<file path="src/rtl/core/llga_pkg.sv">
// shared types, command codes and neighbour rule for the grid automaton
package llga_pkg;

  // default grid size
  localparam int GRID_ROWS_DEF = 128;
  localparam int GRID_COLS_DEF = 128;

  // queue depths between the sides
  localparam int CMD_Q_DEPTH = 2;
  localparam int RES_Q_DEPTH = 2;

  // field widths
  localparam int CMD_W  = 3;
  localparam int ADDR_W = 7;

  // command codes on the input channel
  localparam logic [CMD_W-1:0] CMD_SET   = 3'd0;
  localparam logic [CMD_W-1:0] CMD_CLEAR = 3'd1;
  localparam logic [CMD_W-1:0] CMD_STEP  = 3'd2;
  localparam logic [CMD_W-1:0] CMD_WIPE  = 3'd3;
  localparam logic [CMD_W-1:0] CMD_READ  = 3'd4;

  // neighbour rule: birth on 2 to 4 of 8, no survivors
  localparam int         NB_COUNT     = 8;
  localparam logic [3:0] NB_BIRTH_MIN = 4'd2;
  localparam logic [3:0] NB_BIRTH_MAX = 4'd4;

  typedef enum logic [2:0] {
    OP_NOP,
    OP_SET,
    OP_CLR,
    OP_STEP,
    OP_WIPE,
    OP_READ
  } op_t;

  typedef struct packed {
    op_t               op;
    logic [ADDR_W-1:0] row;
    logic [ADDR_W-1:0] col;
  } cmd_t;

  typedef struct packed {
    logic cell_value;
    logic done_res;
  } res_t;

  function automatic logic [3:0] count8(input logic [NB_COUNT-1:0] v);
    logic [3:0] n;
    n = '0;
    for (int i = 0; i < NB_COUNT; i++) begin
      n = n + {3'b000, v[i]};
    end
    return n;
  endfunction

  function automatic logic life_next(input logic self, input logic [3:0] n);
    return !self && (n >= NB_BIRTH_MIN) && (n <= NB_BIRTH_MAX);
  endfunction

endpackage

</file>
<file path="src/rtl/core/llga_fifo.sv">
// small first-in first-out queue of flat words
module llga_fifo
  import llga_pkg::*;
#(
  parameter int WIDTH = $bits(cmd_t),
  parameter int DEPTH = CMD_Q_DEPTH
) (
  input  logic             clk,
  input  logic             rst_n,
  input  logic             push,
  input  logic [WIDTH-1:0] wdata,
  output logic             full,
  input  logic             pop,
  output logic [WIDTH-1:0] rdata,
  output logic             empty
);

  localparam int AW = (DEPTH > 1) ? $clog2(DEPTH) : 1;
  localparam int CW = $clog2(DEPTH + 1);

  logic [WIDTH-1:0] slot_r [DEPTH];
  logic [AW-1:0]    wr_ptr_r, wr_ptr_nxt;
  logic [AW-1:0]    rd_ptr_r, rd_ptr_nxt;
  logic [CW-1:0]    cnt_r, cnt_nxt;
  logic             do_push, do_pop;

  assign full    = (cnt_r == CW'(DEPTH));
  assign empty   = (cnt_r == '0);
  assign do_push = push && !full;
  assign do_pop  = pop && !empty;
  assign rdata   = slot_r[rd_ptr_r];

  always_comb begin
    wr_ptr_nxt = wr_ptr_r;
    rd_ptr_nxt = rd_ptr_r;
    cnt_nxt    = cnt_r;
    if (do_push) begin
      wr_ptr_nxt = (wr_ptr_r == AW'(DEPTH - 1)) ? '0 : wr_ptr_r + AW'(1);
    end
    if (do_pop) begin
      rd_ptr_nxt = (rd_ptr_r == AW'(DEPTH - 1)) ? '0 : rd_ptr_r + AW'(1);
    end
    if (do_push && !do_pop) begin
      cnt_nxt = cnt_r + CW'(1);
    end else if (do_pop && !do_push) begin
      cnt_nxt = cnt_r - CW'(1);
    end
  end

  always_ff @(posedge clk) begin
    if (!rst_n) begin
      wr_ptr_r <= '0;
      rd_ptr_r <= '0;
      cnt_r    <= '0;
    end else begin
      wr_ptr_r <= wr_ptr_nxt;
      rd_ptr_r <= rd_ptr_nxt;
      cnt_r    <= cnt_nxt;
    end
  end

  always_ff @(posedge clk) begin
    if (do_push) begin
      slot_r[wr_ptr_r] <= wdata;
    end
  end

endmodule

</file>
<file path="src/rtl/core/llga_front.sv">
// command intake: decodes and range-checks words, queues them for the engine
module llga_front
  import llga_pkg::*;
#(
  parameter int GRID_ROWS = GRID_ROWS_DEF,
  parameter int GRID_COLS = GRID_COLS_DEF
) (
  input  logic              clk,
  input  logic              rst_n,
  input  logic              push,
  output logic              full,
  input  logic [CMD_W-1:0]  in_cmd,
  input  logic [ADDR_W-1:0] in_row,
  input  logic [ADDR_W-1:0] in_col,
  input  logic              hold,
  input  logic              q_pop,
  output logic              q_empty,
  output cmd_t              q_data
);

  logic                   addr_ok;
  cmd_t                   dec;
  logic                   q_full;
  logic [$bits(cmd_t)-1:0] q_rdata;

  assign addr_ok = (32'(in_row) < GRID_ROWS) && (32'(in_col) < GRID_COLS);

  always_comb begin
    dec.row = in_row;
    dec.col = in_col;
    unique case (in_cmd)
      CMD_SET:   dec.op = addr_ok ? OP_SET : OP_NOP;
      CMD_CLEAR: dec.op = addr_ok ? OP_CLR : OP_NOP;
      CMD_STEP:  dec.op = OP_STEP;
      CMD_WIPE:  dec.op = OP_WIPE;
      CMD_READ:  dec.op = addr_ok ? OP_READ : OP_NOP;
      default:   dec.op = OP_NOP;
    endcase
  end

  // nothing enters while the grid is being cleared after reset
  assign full = q_full || hold;

  llga_fifo #(
    .WIDTH ($bits(cmd_t)),
    .DEPTH (CMD_Q_DEPTH)
  ) u_cmd_q (
    .clk   (clk),
    .rst_n (rst_n),
    .push  (push && !hold),
    .wdata (dec),
    .full  (q_full),
    .pop   (q_pop),
    .rdata (q_rdata),
    .empty (q_empty)
  );

  assign q_data = cmd_t'(q_rdata);

endmodule

</file>
<file path="config.mk">
export PLATFORM = sky130hd
export DESIGN_NAME = llga_front
export DESIGN_NICKNAME = d
export VERILOG_FILES = /design/src/rtl/core/llga_pkg.sv /design/src/rtl/core/llga_fifo.sv /design/src/rtl/core/llga_front.sv
export SDC_FILE = /design/constraint.sdc
export NUM_CORES = 1
export LEC_CHECK = 0
export BUFFER_PORTS_ARGS = -buffer_cell sky130_fd_sc_hd__clkbuf_2
export CAP_MARGIN = 10
export CORE_MARGIN = 5
export CORE_UTILIZATION = 40
export CTS_CLUSTER_DIAMETER = 150
export DETAILED_ROUTE_END_ITERATION = 6
export PLACE_DENSITY_LB_ADDON = 0.2
export SYNTH_ARGS = -nofsm -noshare
export SYNTH_HDL_FRONTEND = slang
export SYNTH_HIERARCHICAL = 1
export SYNTH_SLANG_ARGS = --single-unit
</file>
<file path="constraint.sdc">
create_clock -name clk -period 3.3 [get_ports clk]
set_input_delay 0.165 -clock clk [delete_from_list [all_inputs] [get_ports clk]]
set_output_delay 0.165 -clock clk [all_outputs]
set_load 0.05 [all_outputs]
</file>
==> reports/metrics.cfg <==
[clock_tree]
post_cts_buffers = 0
cts.sinks = 39
cts_tree = done
clock_latency_ns = 0.28
clk_root_buffer_cell = clkbuf_8
ctsResizeCount = 0
hold_buffers = 0
clk_pin_slew_worst_paths_ns = 0.07
numCtsBuffers = 5
htreeDepth = 2
clk_path_buf_depth = 2

[sta]
timing.final.crit_share_pct = 58.4
fmax_mhz = 519
worst-slew-pin-transition_ns = 0.771
finalHoldViolations = 0
fin_crit_ns = 1.93
slew_violations = 0
clock_skew_ns = 0.00314
setup_tns_ns = 0
rsz0062_at_grt = false
setup_viol = 0
slew_headroom_pct = 48.5

[drt]
drtPass1Iterations = 4
drc = 0
viasPerCell = 4.57
drtAntennaViolNets = 0
dr_total_vias = 827
drt_iter0_markers = 53
wire_per_inst_um = 13.2
wl_um = 2400

[yosys]
synthTopCellsByArea = edfxtp_1 (68%), mux2_2 (13%), dfxtp_1 (6.7%)
ys_top_cells_by_count = edfxtp_1 (34), mux2_2 (17), dfxtp_1 (5)
ys_seq_area_share_pct = 74.5
synth_area_sq_um = 1510
synth_cell_types = 26
postSynthCellCount = 86
synthMostInstantiatedCell = edfxtp_1
synth_ff_type = edfxtp_1
synth_top_cell_by_area = edfxtp_1
syn-num-nets = 109
synth-async-reset-ratio_pct = 0
postSynthAreaPerCell_sq_um = 17.5
synth_top_area_share_pct = 67.8
synth-seq-cells = 39
synth_edf_count = 34
ys.warnings.count = 6

[power_and_ir_drop]
p_seq_share_pct = 39.7
switching_share_pct = 34.6
vdd_drop_max_v = 0.000485
power_density_nw_per_um2 = 864
p_int_mw = 1.07
p_switching_mw = 0.566
p_clk_share_pct = 27.6
leakage_nw = 0.729
p_comb_share_pct = 32.7

[setup_path]
critPathLaunchType = flop
cp_max_fo = 17
critPathTopFamily = flip-flops
worst-setup-path-type = flop to output pin
crit_path_max_incr_delay_ns = 0.82
cp-end-kind = output pin
crit_arrival_ns = 1.76
worstPathCellList = mux2_2, clkbuf_2
critical-path-slowest-cell = dfxtp_1
critPathBufInv = 1
required_ns = 3.13

[global_routing]
grt-ovfl-total = 0
antenna_found_initial = 0
grt_pass1_vias = 859
grt_usage_pct = 10.3
grt_max_degree = 18
grt_pass1_wl_um = 3880

[layout]
drive_gt1_share_pct = 51.1
finalNetCount = 155
num_antenna_cells = 0
num-fill-cells = 320
regArea_sq_um = 1120
multiInputGateArea_sq_um = 364
area_growth_pct = 25.8
instances_no_fill = 181

[placement]
gp_congestion = 0.727
numPortBuffers = 40
dp_hpwl_um = 1650
dp_cells = 173

[min_path]
hold_class = primary input to flop

[die]
initial_core_util_pct = 41.1
fp.dieH_um = 71.3
rows = 22
io_pins = 41
die_w_um = 71.3
coreArea_sq_um = 3660
die-area_sq_um = 5090

[run_status]
status = complete, no violations

[job]
cap_violations = 0

cells in the final DEF (no fill, tap or decap), types with 2 or more instances in the layout:
master and instances:
clkbuf_2 40, nand2b_1 2, mux2_2 17, bufinv_16 2, clkbuf_8 5, dfxtp_1 5, edfxtp_1 34, and2_1 3
nor2_1 3, xnor2_1 3
flip-flops by register name (all words and copies together), names as in the netlist, named ones only:
signal	cells
u_cmd_q/rd_ptr_r	1
u_cmd_q/wr_ptr_r	1
u_cmd_q/cnt_r	2
u_cmd_q/slot_r	34
layout make-up:
type | count | share of cell area (%)
tap | 48 | 3.17
timing repair buffer | 41 | 11.0
sequential | 39 | 59.2
clock inverter | 2 | 3.17
clock buffer | 6 | 3.83
inverter | 2 | 0.397
multi-input combinational | 43 | 19.2
cells by family after synthesis:
logic type	after synthesis	synth area share, %
AO/OA/AOI/OAI	7	2.91
multiplexers	17	12.7
buffers and inverters	4	1.33
AND/OR/NAND/NOR	14	5.40
XOR/XNOR	4	2.33
adder cells (fa/ha/maj)	1	0.831
flip-flops	39	74.5
path summary, 6_finish.rpt:
| check | startpoint | endpoint | slack, ns | cells past startpoint |
|---|---|---|---|---|
| min | in_row[3] | u_cmd_q/slot_r[1][10] | 0.07 | 1 |
| max | flop | q_data[15] | 1.37 | 2 |
| max reg2reg | u_cmd_q/cnt_r[0] | u_cmd_q/slot_r[1][5] | 1.67 | 2 |
| min reg2reg | u_cmd_q/cnt_r[1] | u_cmd_q/cnt_r[1] | 0.53 | 2 |
worst register-to-register path: cells and delay by family, from the launching register on:
| family | cells | cell delay (ns) |
|---|---|---|
| and+or+nand+nor | 2 | 0.85 |
| DFF | 1 | 0.41 |
metrics by stage:
| step | area [sq um] | utilization [%] | power [mW] | setup slack, ns | hold slack, ns |
|---|---|---|---|---|---|
| 2_1_floorplan | 1510 | - | 1.09 | 1.60 | 0.264 |
| 5_1_grt | 1890 | 51.7 | 1.72 | 1.28 | 0.0470 |
| 4_1_cts | 1890 | 51.7 | 1.66 | 1.34 | 0.0609 |
| 3_5_place_dp | 1760 | 48.1 | 1.20 | 1.65 | 0.360 |
| 3_3_place_gp | 1760 | 48.1 | 1.20 | 1.65 | 0.358 |
| 6_report | 1890 | 51.7 | 1.64 | 1.37 | 0.0720 |
power groups by stage:
stage | Sequential, mW | Combinational [mW] | Clock (mW)
floorplan | 0.625 | 0.467 | 0
global placement | 0.659 | 0.536 | 0
detailed placement | 0.660 | 0.539 | 0
CTS | 0.651 | 0.542 | 0.466
global route | 0.659 | 0.570 | 0.493
finish | 0.650 | 0.534 | 0.452
layer usage:
metal / GRT usage, % / wire [um]
met5: 0 / 0
met4: 5.01 / 23
met1: 10.4 / 961
met3: 5.33 / 175
met2: 17.3 / 1240
No activity file was read; power rests on OpenSTA's default activity.
