**config.mk**
```make
export PLATFORM = sky130hd
export DESIGN_NAME = llga_fifo
export DESIGN_NICKNAME = d
export VERILOG_FILES = /design/src/rtl/core/llga_pkg.sv /design/src/rtl/core/llga_fifo.sv
export SDC_FILE = /design/constraint.sdc
export NUM_CORES = 1
export LEC_CHECK = 0
export BUFFER_PORTS_ARGS = -buffer_cell sky130_fd_sc_hd__buf_4
export CAP_MARGIN = 30
export CORE_UTILIZATION = 54
export CTS_BUF_LIST = sky130_fd_sc_hd__clkbuf_16
export DETAILED_ROUTE_END_ITERATION = 16
export PLACE_DENSITY = 0.9
export SYNTH_ARGS = -nofsm -noshare
export SYNTH_HDL_FRONTEND = slang
export SYNTH_SLANG_ARGS = --single-unit
```
**constraint.sdc**
```tcl
create_clock -name clk -period 5.1 [get_ports clk]
set_input_delay 0 -clock clk [delete_from_list [all_inputs] [get_ports clk]]
set_output_delay 0 -clock clk [all_outputs]
set_load 0.01 [all_outputs]
```
**src/rtl/core/llga_pkg.sv**
```systemverilog
// shared types, command codes and neighbour rule for the grid automaton
package llga_pkg;

  // default grid size
  localparam int GRID_ROWS_DEF = 128;
  localparam int GRID_COLS_DEF = 128;

  // queue depths between the sides
  localparam int CMD_Q_DEPTH = 2;
  localparam int RES_Q_DEPTH = 2;

  // field widths
  localparam int CMD_W  = 3;
  localparam int ADDR_W = 7;

  // command codes on the input channel
  localparam logic [CMD_W-1:0] CMD_SET   = 3'd0;
  localparam logic [CMD_W-1:0] CMD_CLEAR = 3'd1;
  localparam logic [CMD_W-1:0] CMD_STEP  = 3'd2;
  localparam logic [CMD_W-1:0] CMD_WIPE  = 3'd3;
  localparam logic [CMD_W-1:0] CMD_READ  = 3'd4;

  // neighbour rule: birth on 2 to 4 of 8, no survivors
  localparam int         NB_COUNT     = 8;
  localparam logic [3:0] NB_BIRTH_MIN = 4'd2;
  localparam logic [3:0] NB_BIRTH_MAX = 4'd4;

  typedef enum logic [2:0] {
    OP_NOP,
    OP_SET,
    OP_CLR,
    OP_STEP,
    OP_WIPE,
    OP_READ
  } op_t;

  typedef struct packed {
    op_t               op;
    logic [ADDR_W-1:0] row;
    logic [ADDR_W-1:0] col;
  } cmd_t;

  typedef struct packed {
    logic cell_value;
    logic done_res;
  } res_t;

  function automatic logic [3:0] count8(input logic [NB_COUNT-1:0] v);
    logic [3:0] n;
    n = '0;
    for (int i = 0; i < NB_COUNT; i++) begin
      n = n + {3'b000, v[i]};
    end
    return n;
  endfunction

  function automatic logic life_next(input logic self, input logic [3:0] n);
    return !self && (n >= NB_BIRTH_MIN) && (n <= NB_BIRTH_MAX);
  endfunction

endpackage

```
**src/rtl/core/llga_fifo.sv**
```systemverilog
// small first-in first-out queue of flat words
module llga_fifo
  import llga_pkg::*;
#(
  parameter int WIDTH = $bits(cmd_t),
  parameter int DEPTH = CMD_Q_DEPTH
) (
  input  logic             clk,
  input  logic             rst_n,
  input  logic             push,
  input  logic [WIDTH-1:0] wdata,
  output logic             full,
  input  logic             pop,
  output logic [WIDTH-1:0] rdata,
  output logic             empty
);

  localparam int AW = (DEPTH > 1) ? $clog2(DEPTH) : 1;
  localparam int CW = $clog2(DEPTH + 1);

  logic [WIDTH-1:0] slot_r [DEPTH];
  logic [AW-1:0]    wr_ptr_r, wr_ptr_nxt;
  logic [AW-1:0]    rd_ptr_r, rd_ptr_nxt;
  logic [CW-1:0]    cnt_r, cnt_nxt;
  logic             do_push, do_pop;

  assign full    = (cnt_r == CW'(DEPTH));
  assign empty   = (cnt_r == '0);
  assign do_push = push && !full;
  assign do_pop  = pop && !empty;
  assign rdata   = slot_r[rd_ptr_r];

  always_comb begin
    wr_ptr_nxt = wr_ptr_r;
    rd_ptr_nxt = rd_ptr_r;
    cnt_nxt    = cnt_r;
    if (do_push) begin
      wr_ptr_nxt = (wr_ptr_r == AW'(DEPTH - 1)) ? '0 : wr_ptr_r + AW'(1);
    end
    if (do_pop) begin
      rd_ptr_nxt = (rd_ptr_r == AW'(DEPTH - 1)) ? '0 : rd_ptr_r + AW'(1);
    end
    if (do_push && !do_pop) begin
      cnt_nxt = cnt_r + CW'(1);
    end else if (do_pop && !do_push) begin
      cnt_nxt = cnt_r - CW'(1);
    end
  end

  always_ff @(posedge clk) begin
    if (!rst_n) begin
      wr_ptr_r <= '0;
      rd_ptr_r <= '0;
      cnt_r    <= '0;
    end else begin
      wr_ptr_r <= wr_ptr_nxt;
      rd_ptr_r <= rd_ptr_nxt;
      cnt_r    <= cnt_nxt;
    end
  end

  always_ff @(posedge clk) begin
    if (do_push) begin
      slot_r[wr_ptr_r] <= wdata;
    end
  end

endmodule

```
==> results of run 1 <==
## timing repair
action	4_1_cts	5_1_grt
setup buffers	0	0
hold buffers	18	0
hold endpoints to repair	39	0
## flip-flops by register name, indices dropped and copies added (netlist names), named ones only
| register | count |
|---|---|
| wr_ptr_r | 1 |
| rd_ptr_r | 1 |
| slot_r | 34 |
| cnt_r | 2 |
## Yosys cell counts
library cell  number  area (um2)
nor2_1             2       7.510
nand2b_1           1       6.260
or3_1              1       6.260
and3_1             1       6.260
edfxtp_1          34        1021
ha_1               1       12.51
buf_2              1       5.000
dfxtp_1            5       100.1
mux2_2            17       191.4
nor3_2             1       10.01
o21ai_1            1       5.000
o21ai_0            1       5.000
a21boi_1           1       7.510
buf_4              1       7.510
a21boi_0           1       7.510
and2_1             3       18.77
inv_2              1       3.750
xor2_1             1       8.760
xnor2_1            2       17.52
o21a_1             1       7.510
inv_1              1       3.750
## power groups by stage
stage	registers, mW	clock network (mW)	logic [mW]
3_3_place_gp	0.444	0	0.255
2_1_floorplan	0.424	0	0.169
3_5_place_dp	0.450	0	0.262
6_report	0.443	0.284	0.274
4_1_cts	0.443	0.292	0.275
5_1_grt	0.449	0.302	0.295
## tightest hold or removal path, stage by stage
cell,delay [ps]
buf_4,90
a21boi_0,70
o21a_1,160
## metal layers
metal,up-vias,share of wire [%]
met5,-,0
met4,0,4.1
met3,8,5.1
met2,32,51
met1,421,40
li1,420,-
## stage by stage
stage	std cells	hold slack [ps]	setup slack (ps)	area (um2)
floorplan	78	98.87	3378	1459
global placement	146	186.8	3493	1784
finish	172	92.77	3435	2102
global route	172	104.2	3341	2102
CTS	172	89.27	3416	2102
detailed placement	146	188.4	3434	1784
## cells by family after synthesis
| logic type | count (synthesis) | synth area share, % |
|---|---|---|
| flip-flops | 39 | 76.84 |
| multiplexers | 17 | 13.12 |
| AND/OR/NAND/NOR | 9 | 3.775 |
| AO/OA/AOI/OAI | 5 | 2.230 |
| buffers and inverters | 4 | 1.372 |
| XOR/XNOR | 3 | 1.801 |
| adder cells (fa/ha/maj) | 1 | 0.8575 |
## final cells by class
class | count | share of cell area (%)
repair buffers | 58 | 22.86
well taps | 30 | 1.786
flip-flops and latches | 39 | 53.33
clock inverters | 3 | 0.5952
clock buffers | 5 | 5.952
multi-input cells | 35 | 15.12
inverters | 2 | 0.3571
## placed cells by master (no fill, tap or decap), drive strengths merged, types with 3 or more instances in the layout
cell and count:
dlygate4sd3 18, dfxtp 5, and2 3, clkbuf 5
edfxtp 34, buf 40, inv 4, mux2 17
## worst paths after layout
kind / start / endpoint / slack (ps) / depth (start not counted)
setup / recovery: register / rdata[8] / 3430 / 2
hold / removal: push / wr_ptr_r / 90 / 3
setup reg to reg: cnt_r[0] / slot_r[1][9] / 3440 / 2
hold reg to reg: cnt_r[1] / cnt_r[1] / 520 / 2
==> results.py, run 1 <==
metrics = {
    "route": {
        "routed_via_density": 5.122,
        "drc_errors": 0,
        "wl_um": 2709,
        "drt_pre_antenna_iters": 4,
        "vias": 881,
        "detail-route-antenna-nets": 0,
        "drt_iter0_drc": 17,
        "wire_per_inst_um": 15.75,
    },
    "pwr": {
        "clock_power_share_pct": 28.4,
        "internal_power_mw": 0.7391,
        "p_seq_share_pct": 44.3,
        "power.switching_mw": 0.2615,
        "switching_share_pct": 26.13,
        "finalPower_mw": 1.001,
        "irDropWorstVdd_mv": 0.5375,
        "leakage_nw": 0.8255,
        "pwr-share-comb_pct": 27.4,
        "powerDensity_nw_per_um2": 476.0,
    },
    "cells_and_area": {
        "area_delta_synth_final_pct": 44.08,
        "fill_cells": 136,
        "final_layout_size_suffix_gt1_share_pct": 45.77,
        "regArea_um2": 1121,
        "diodes": 0,
        "multi_input_area_um2": 317.8,
        "nets": 163,
        "final_util_pct": 83.33,
    },
    "setup_path": {
        "slowest_delay_ps": 810,
        "critPathRequiredTime_ps": 5100,
        "critPathArrivalTime_ps": 1670,
        "worst_setup_path_end_kind": "primary output",
        "crit_buf_inv": 1,
        "cp_max_fo": 17,
        "worstSetupPathType": "reg2out",
        "cp-start-kind": "register",
        "worstPathCellList": "mux2_2, buf_4",
        "crit_slowest_cell": "dfxtp_1",
        "crit_family": "flip-flops",
    },
    "logic_synthesis": {
        "synth_cell_types": 21,
        "synth_seq_cells": 39,
        "synth_warnings": 0,
        "ys_seq_area_share_pct": 76.84,
        "syn_inst": 78,
        "avgSynthCellArea_um2": 18.70,
        "syn-cell-area_um2": 1459,
        "synth.net_count": 100,
    },
    "timing": {
        "hold_viol": 0,
        "finalSetupTns_ps": 0,
        "rsz0062_at_grt": "false",
        "period_minus_slack_ps": 1665,
        "report.final.slew_viol_count": 0,
        "skew_ps": 3.698,
        "post-route-period-util_pct": 32.65,
        "setup_viol": 0,
        "max_slew_margin_pct": 49.01,
        "max_freq_mhz": 600.5,
        "worst_slew_pin_slew_ps": 763.8,
    },
    "floorplan": {
        "dieArea_um2": 2913,
        "die_h_um": 53.98,
        "core_area_um2": 2522,
        "rows": 18,
        "ios": 40,
        "initial_core_util_pct": 57.84,
        "fp.dieW_um": 53.98,
    },
    "grt": {
        "grt_use_met3_pct": 7.345,
        "grtUsageTotal_pct": 21.90,
        "grt_first_pass_wirelength_um": 3967,
        "grt_pass1_vias": 901,
        "antenna_found_initial": 0,
        "grt_use_met2_pct": 36.42,
        "use_met1_pct": 20.53,
        "overflow": 0,
        "busiest_layer": "met2",
        "grt_max_degree": 19,
    },
    "clock_tree": {
        "cts_tree": "built",
        "htreeDepth": 2,
        "cts_buffers": 5,
        "clock_path_buffers": 2,
        "clk_latency_ps": 280,
        "clock_sinks": 39,
        "clk_pin_slew_worst_paths_ps": 50,
        "post_cts_resize_count": 0,
        "cts_root_buf": "clkbuf_16",
    },
    "place": {
        "portBuffers": 39,
        "gp_congestion": 0.6049,
        "place_hpwl_um": 1708,
    },
    "min_path": {
        "min_path_type": "in2reg",
    },
    "flow_run": {
        "maxCapViolCount": 0,
    },
    "outcome": {
        "status": "finished clean",
    },
}
No activity file was read; power rests on OpenSTA's default activity.
==> run 2, diff against run 1 <==
--- a/config.mk
+++ b/config.mk
@@ -7,10 +7,10 @@
 export LEC_CHECK = 0
 export BUFFER_PORTS_ARGS = -buffer_cell sky130_fd_sc_hd__buf_4
 export CAP_MARGIN = 30
-export CORE_UTILIZATION = 54
+export CORE_UTILIZATION = 45
 export CTS_BUF_LIST = sky130_fd_sc_hd__clkbuf_16
 export DETAILED_ROUTE_END_ITERATION = 16
-export PLACE_DENSITY = 0.9
+export PLACE_DENSITY = 0.81
 export SYNTH_ARGS = -nofsm -noshare
 export SYNTH_HDL_FRONTEND = slang
 export SYNTH_SLANG_ARGS = --single-unit
==> constraint.sdc (replaced) <==
create_clock -name clk -period 1.5 [get_ports clk]
set_input_delay 0 -clock clk [delete_from_list [all_inputs] [get_ports clk]]
set_output_delay 0 -clock clk [all_outputs]
set_load 0.01 [all_outputs]
==> results.py, run 2 (same netlist as run 1, synthesis figures left out) <==
metrics = {
    "place": {
        "portBuffers": 39,
        "place_hpwl_um": 1681,
        "post_dp_cell_area_um2": 1878,
        "dp_slack_ps": -18.61,
        "gp_congestion": 0.6927,
    },
    "cells_and_area": {
        "layout_commonest_cell": "buf_4",
        "final_layout_size_suffix_gt1_share_pct": 51.68,
        "layout_common_cells": "buf_4 (45), edfxtp_1 (34), dlygate4sd3_1 (18), mux2_2 (17), clkbuf_16 (5)",
        "top_regs": "slot_r x34, cnt_r x2",
        "largest_register_ffs": 34,
        "final_util_pct": 73.44,
        "diodes": 0,
        "area_delta_synth_final_pct": 53.69,
        "nets": 170,
        "final_area_um2": 2242,
        "top_register": "slot_r",
    },
    "grt": {
        "overflow": 0,
        "antenna_found_initial": 0,
        "grtUsageTotal_pct": 17.76,
        "grt_pass1_vias": 951,
        "grt_first_pass_wirelength_um": 4209,
        "grt_max_degree": 18,
    },
    "timing": {
        "max_slew_margin_pct": 83.71,
        "worst_slew_pin_slew_ps": 242.7,
        "max_freq_mhz": 673.3,
        "post-route-period-util_pct": 99.02,
        "finalSetupTns_ps": 0,
        "period_minus_slack_ps": 1485,
        "skew_ps": 2.753,
        "hold_viol": 0,
        "report.final.slew_viol_count": 0,
        "setup_viol": 0,
        "postLayoutSetupSlackWorst_ps": 14.77,
    },
    "floorplan": {
        "rows": 20,
        "die_h_um": 58.94,
        "dieArea_um2": 3474,
        "initial_core_util_pct": 47.79,
        "fp.dieW_um": 58.94,
        "core_area_um2": 3053,
        "ios": 40,
    },
    "clock_tree": {
        "clk_pin_slew_worst_paths_ps": 50,
        "clk_latency_ps": 280,
        "cts_tree": "built",
        "cts_buffers": 5,
        "cts_root_buf": "clkbuf_16",
        "clock_sinks": 39,
        "htreeDepth": 2,
        "clock_path_buffers": 2,
    },
    "outcome": {
        "status": "finished clean",
    },
    "pwr": {
        "leakage_nw": 0.8780,
        "finalPower_mw": 3.763,
        "powerDensity_nw_per_um2": 1678,
        "irDropWorstVdd_mv": 1.392,
    },
    "setup_path": {
        "worst_setup_path_end_kind": "register",
        "slowest_delay_ps": 340,
        "worstSetupPathType": "reg2reg",
        "worstPathCellList": "nand2b_4, inv_2, nor2_1, ha_2, or3_1, a21boi_1",
        "cp-start-kind": "register",
        "ff2ff_setup_slack_ps": 10,
        "cp_max_fo": 3,
        "critPathArrivalTime_ps": 1690,
        "crit_buf_inv": 1,
        "critPathRequiredTime_ps": 1710,
        "crit_family": "simple AND/OR/NAND/NOR gates",
        "crit_slowest_cell": "dfxtp_2",
    },
    "route": {
        "routed_via_density": 4.632,
        "vias": 894,
        "drc_errors": 0,
        "drt_iter0_drc": 30,
        "wire_per_inst_um": 14.10,
        "drt_pre_antenna_iters": 4,
        "detail-route-antenna-nets": 0,
        "wl_um": 2722,
    },
    "flow_run": {
        "maxCapViolCount": 0,
    },
    "min_path": {
        "min_path_type": "in2reg",
    },
}
==> run 2: power breakdown <==
group	internal (mW)	switching, mW
clock	0.774	0.385
combinational	0.664	0.490
sequential	1.38	0.0695
==> run 2: path summary, 6_finish.rpt <==
check,startpoint,to,cells after the start
worst min-delay path,push,wr_ptr_r,3
worst min register to register,cnt_r[1],cnt_r[1],2
worst max-delay path,cnt_r[0],cnt_r[1],6
worst max register to register,cnt_r[0],cnt_r[1],6
==> run 2: timing repair <==
action	CTS	global route
pin swaps	1	2
cloned	0	0
hold endpoints to repair	38	0
hold buffers	18	0
resized for setup	2	2
setup endpoints to repair	1	1
setup buffers	0	1
==> run 2: per-layer routing <==
metal | global-route usage (%) | routed length, um | vias to the layer above
li1 | - | - | 430
met1 | 19.05 | 1092 | 426
met2 | 29.87 | 1439 | 32
met3 | 7.473 | 147 | 6
met4 | 9.184 | 44 | 0
met5 | 0 | 0 | -
==> run 2: layout make-up <==
cell class	count	area [um2]
clock buffers	5	125.1
fillers	193	810.8
inverters	2	7.507
repair buffers	65	558.0
flip-flops and latches	39	1124
well taps	44	55.05
clock inverters	3	38.79
multi-input cells	35	334.1
==> run 2: tightest hold or removal path, stage by stage <==
cell and delay, ps:
buf_4 90, a21boi_0 70, o21a_1 160
==> run 2: metrics by stage <==
stage               hold slack, ps  cells
floorplan                    98.87     78
global placement             186.3    166
detailed placement           189.5    166
CTS                          81.42    192
global route                 92.33    193
finish                       89.41    193
==> run 3, diff against run 2 <==
--- a/config.mk
+++ b/config.mk
@@ -6,10 +6,12 @@
 export NUM_CORES = 1
 export LEC_CHECK = 0
 export BUFFER_PORTS_ARGS = -buffer_cell sky130_fd_sc_hd__buf_4
-export CAP_MARGIN = 30
+export CAP_MARGIN = 20
 export CORE_UTILIZATION = 45
 export CTS_BUF_LIST = sky130_fd_sc_hd__clkbuf_16
+export CTS_CLUSTER_DIAMETER = 80
 export DETAILED_ROUTE_END_ITERATION = 16
+export GPL_TIMING_DRIVEN = 0
 export PLACE_DENSITY = 0.81
 export SYNTH_ARGS = -nofsm -noshare
 export SYNTH_HDL_FRONTEND = slang
==> results.py, run 3 (same netlist as run 1, synthesis figures left out) <==
metrics = {
    "cells_and_area": {
        "stdcell_count": 189,
        "area_delta_synth_final_pct": 51.11,
        "final_util_pct": 72.21,
        "layout_commonest_cell": "buf_4",
        "final_layout_size_suffix_gt1_share_pct": 53.10,
        "final_area_um2": 2205,
        "fill_cells": 216,
        "layout_common_cells": "buf_4 (40), edfxtp_1 (34), dlygate4sd3_1 (18), mux2_2 (17), clkbuf_16 (5)",
        "largest_register_ffs": 34,
        "nets": 166,
        "top_regs": "slot_r x34, cnt_r x2",
        "regArea_um2": 1126,
        "diodes": 0,
        "top_register": "slot_r",
        "multi_input_area_um2": 356.6,
    },
    "setup_path": {
        "ff2ff_setup_slack_ps": 60,
        "cp-start-kind": "register",
        "critPathArrivalTime_ps": 1640,
        "critPathRequiredTime_ps": 1700,
        "worst_setup_path_end_kind": "register",
        "worstSetupPathType": "reg2reg",
        "cp_max_fo": 5,
    },
    "grt": {
        "grt_max_degree": 19,
        "grtUsageTotal_pct": 15.93,
        "overflow": 0,
        "grt_pass1_vias": 880,
        "grt_first_pass_wirelength_um": 3781,
        "antenna_found_initial": 0,
    },
    "timing": {
        "hold_viol": 0,
        "post-route-period-util_pct": 95.74,
        "worst_slew_pin_slew_ps": 420.6,
        "setup_viol": 0,
        "postLayoutSetupSlackWorst_ps": 63.84,
        "skew_ps": 4.250,
        "period_minus_slack_ps": 1436,
        "report.final.slew_viol_count": 0,
        "max_slew_margin_pct": 71.96,
        "max_freq_mhz": 696.3,
        "rsz0062_at_grt": "true",
    },
    "pwr": {
        "power.switching_mw": 0.9179,
        "clock_power_share_pct": 27.2,
        "powerDensity_nw_per_um2": 1609,
        "internal_power_mw": 2.628,
        "switching_share_pct": 25.88,
        "pwr-share-comb_pct": 31.6,
        "leakage_nw": 0.8508,
        "irDropWorstVdd_mv": 1.187,
        "p_seq_share_pct": 41.2,
        "finalPower_mw": 3.546,
    },
    "clock_tree": {
        "clock_sinks": 39,
        "htreeDepth": 2,
        "cts_buffers": 5,
        "clock_path_buffers": 2,
        "cts_root_buf": "clkbuf_16",
        "clk_pin_slew_worst_paths_ps": 50,
        "clk_latency_ps": 270,
        "cts_tree": "built",
    },
    "place": {
        "place_hpwl_um": 1654,
        "gp_congestion": 0.6009,
        "dp_slack_ps": -223.4,
        "portBuffers": 39,
        "post_dp_cell_area_um2": 1813,
        "placed_cells": 161,
    },
    "floorplan": {
        "initial_core_util_pct": 47.79,
        "die_h_um": 58.94,
        "rows": 20,
        "dieArea_um2": 3474,
        "core_area_um2": 3053,
        "ios": 40,
        "fp.dieW_um": 58.94,
    },
    "outcome": {
        "status": "finished clean",
    },
    "route": {
        "wl_um": 2513,
        "wire_per_inst_um": 13.30,
        "drt_iter0_drc": 15,
        "drt_pre_antenna_iters": 2,
        "detail-route-antenna-nets": 0,
        "routed_via_density": 4.640,
        "drc_errors": 0,
        "vias": 877,
    },
    "min_path": {
        "min_path_type": "in2reg",
    },
    "flow_run": {
        "maxCapViolCount": 0,
    },
}
[run 3: cell types whose count changed in the layout (fill, tap and decap cells not counted), sizes merged]
cell	change
buf	-5
bufinv	-1
clkbuf	+1
clkinv	+1
[run 3: worst max-delay path, stage by stage (launching register included)]
cell and delay (ps):
dfxtp_4 360, nand2b_4 150, inv_2 70, nor2_4 40, ha_4 150, xor2_1 150
or3_1 330, a21boi_1 120
[run 3: cell type report]
| cell class | count | share of cell area [%] |
|---|---|---|
| inverters | 2 | 0.3405 |
| multi-input cells | 35 | 16.17 |
| well taps | 44 | 2.497 |
| clock buffers | 5 | 5.675 |
| clock inverters | 3 | 0.6810 |
| flip-flops and latches | 39 | 51.08 |
| plain buffers | 2 | 0.8513 |
| repair buffers | 59 | 22.70 |
[run 3: routing by layer]
| metal | track usage (%) | wire [um] | up-vias |
|---|---|---|---|
| met3 | 3.956 | 113 | 4 |
| met4 | 9.184 | 25 | 0 |
| li1 | - | - | 428 |
| met1 | 15.26 | 963 | 414 |
| met2 | 30.36 | 1410 | 31 |
| met5 | 0 | 0 | - |
[run 3: power groups by stage]
stage	Clock, mW	Combinational (mW)	Sequential [mW]
2_1_floorplan	0	0.582	1.44
3_3_place_gp	0	0.943	1.45
3_5_place_dp	0	0.977	1.47
4_1_cts	0.989	1.13	1.46
5_1_grt	1.04	1.22	1.48
6_report	0.963	1.12	1.46
[run 3: repair_timing]
item                                    CTS  global route
hold endpoints to repair                 39             0
setup buffers                             2             0
pin swaps                                 3             1
cloned                                    0             0
resized for setup                         9             2
endpoints found under the setup margin   46            11
hold buffers                             18             0
[run 3: final timing paths]
path	endpoint	from	cells past startpoint
min	wr_ptr_r	push	3
max	cnt_r[1]	cnt_r[0]	7
max reg2reg	cnt_r[1]	cnt_r[0]	7
min reg2reg	cnt_r[1]	cnt_r[1]	2
[run 3: per-stage QoR]
stage               setup TNS (ps)  hold WS, ps
detailed placement           -7613        189.0
global placement             -5833        185.9
global route                -8.683        95.02
CTS                              0        83.83
floorplan                   -9.108        98.87
finish                           0        85.05
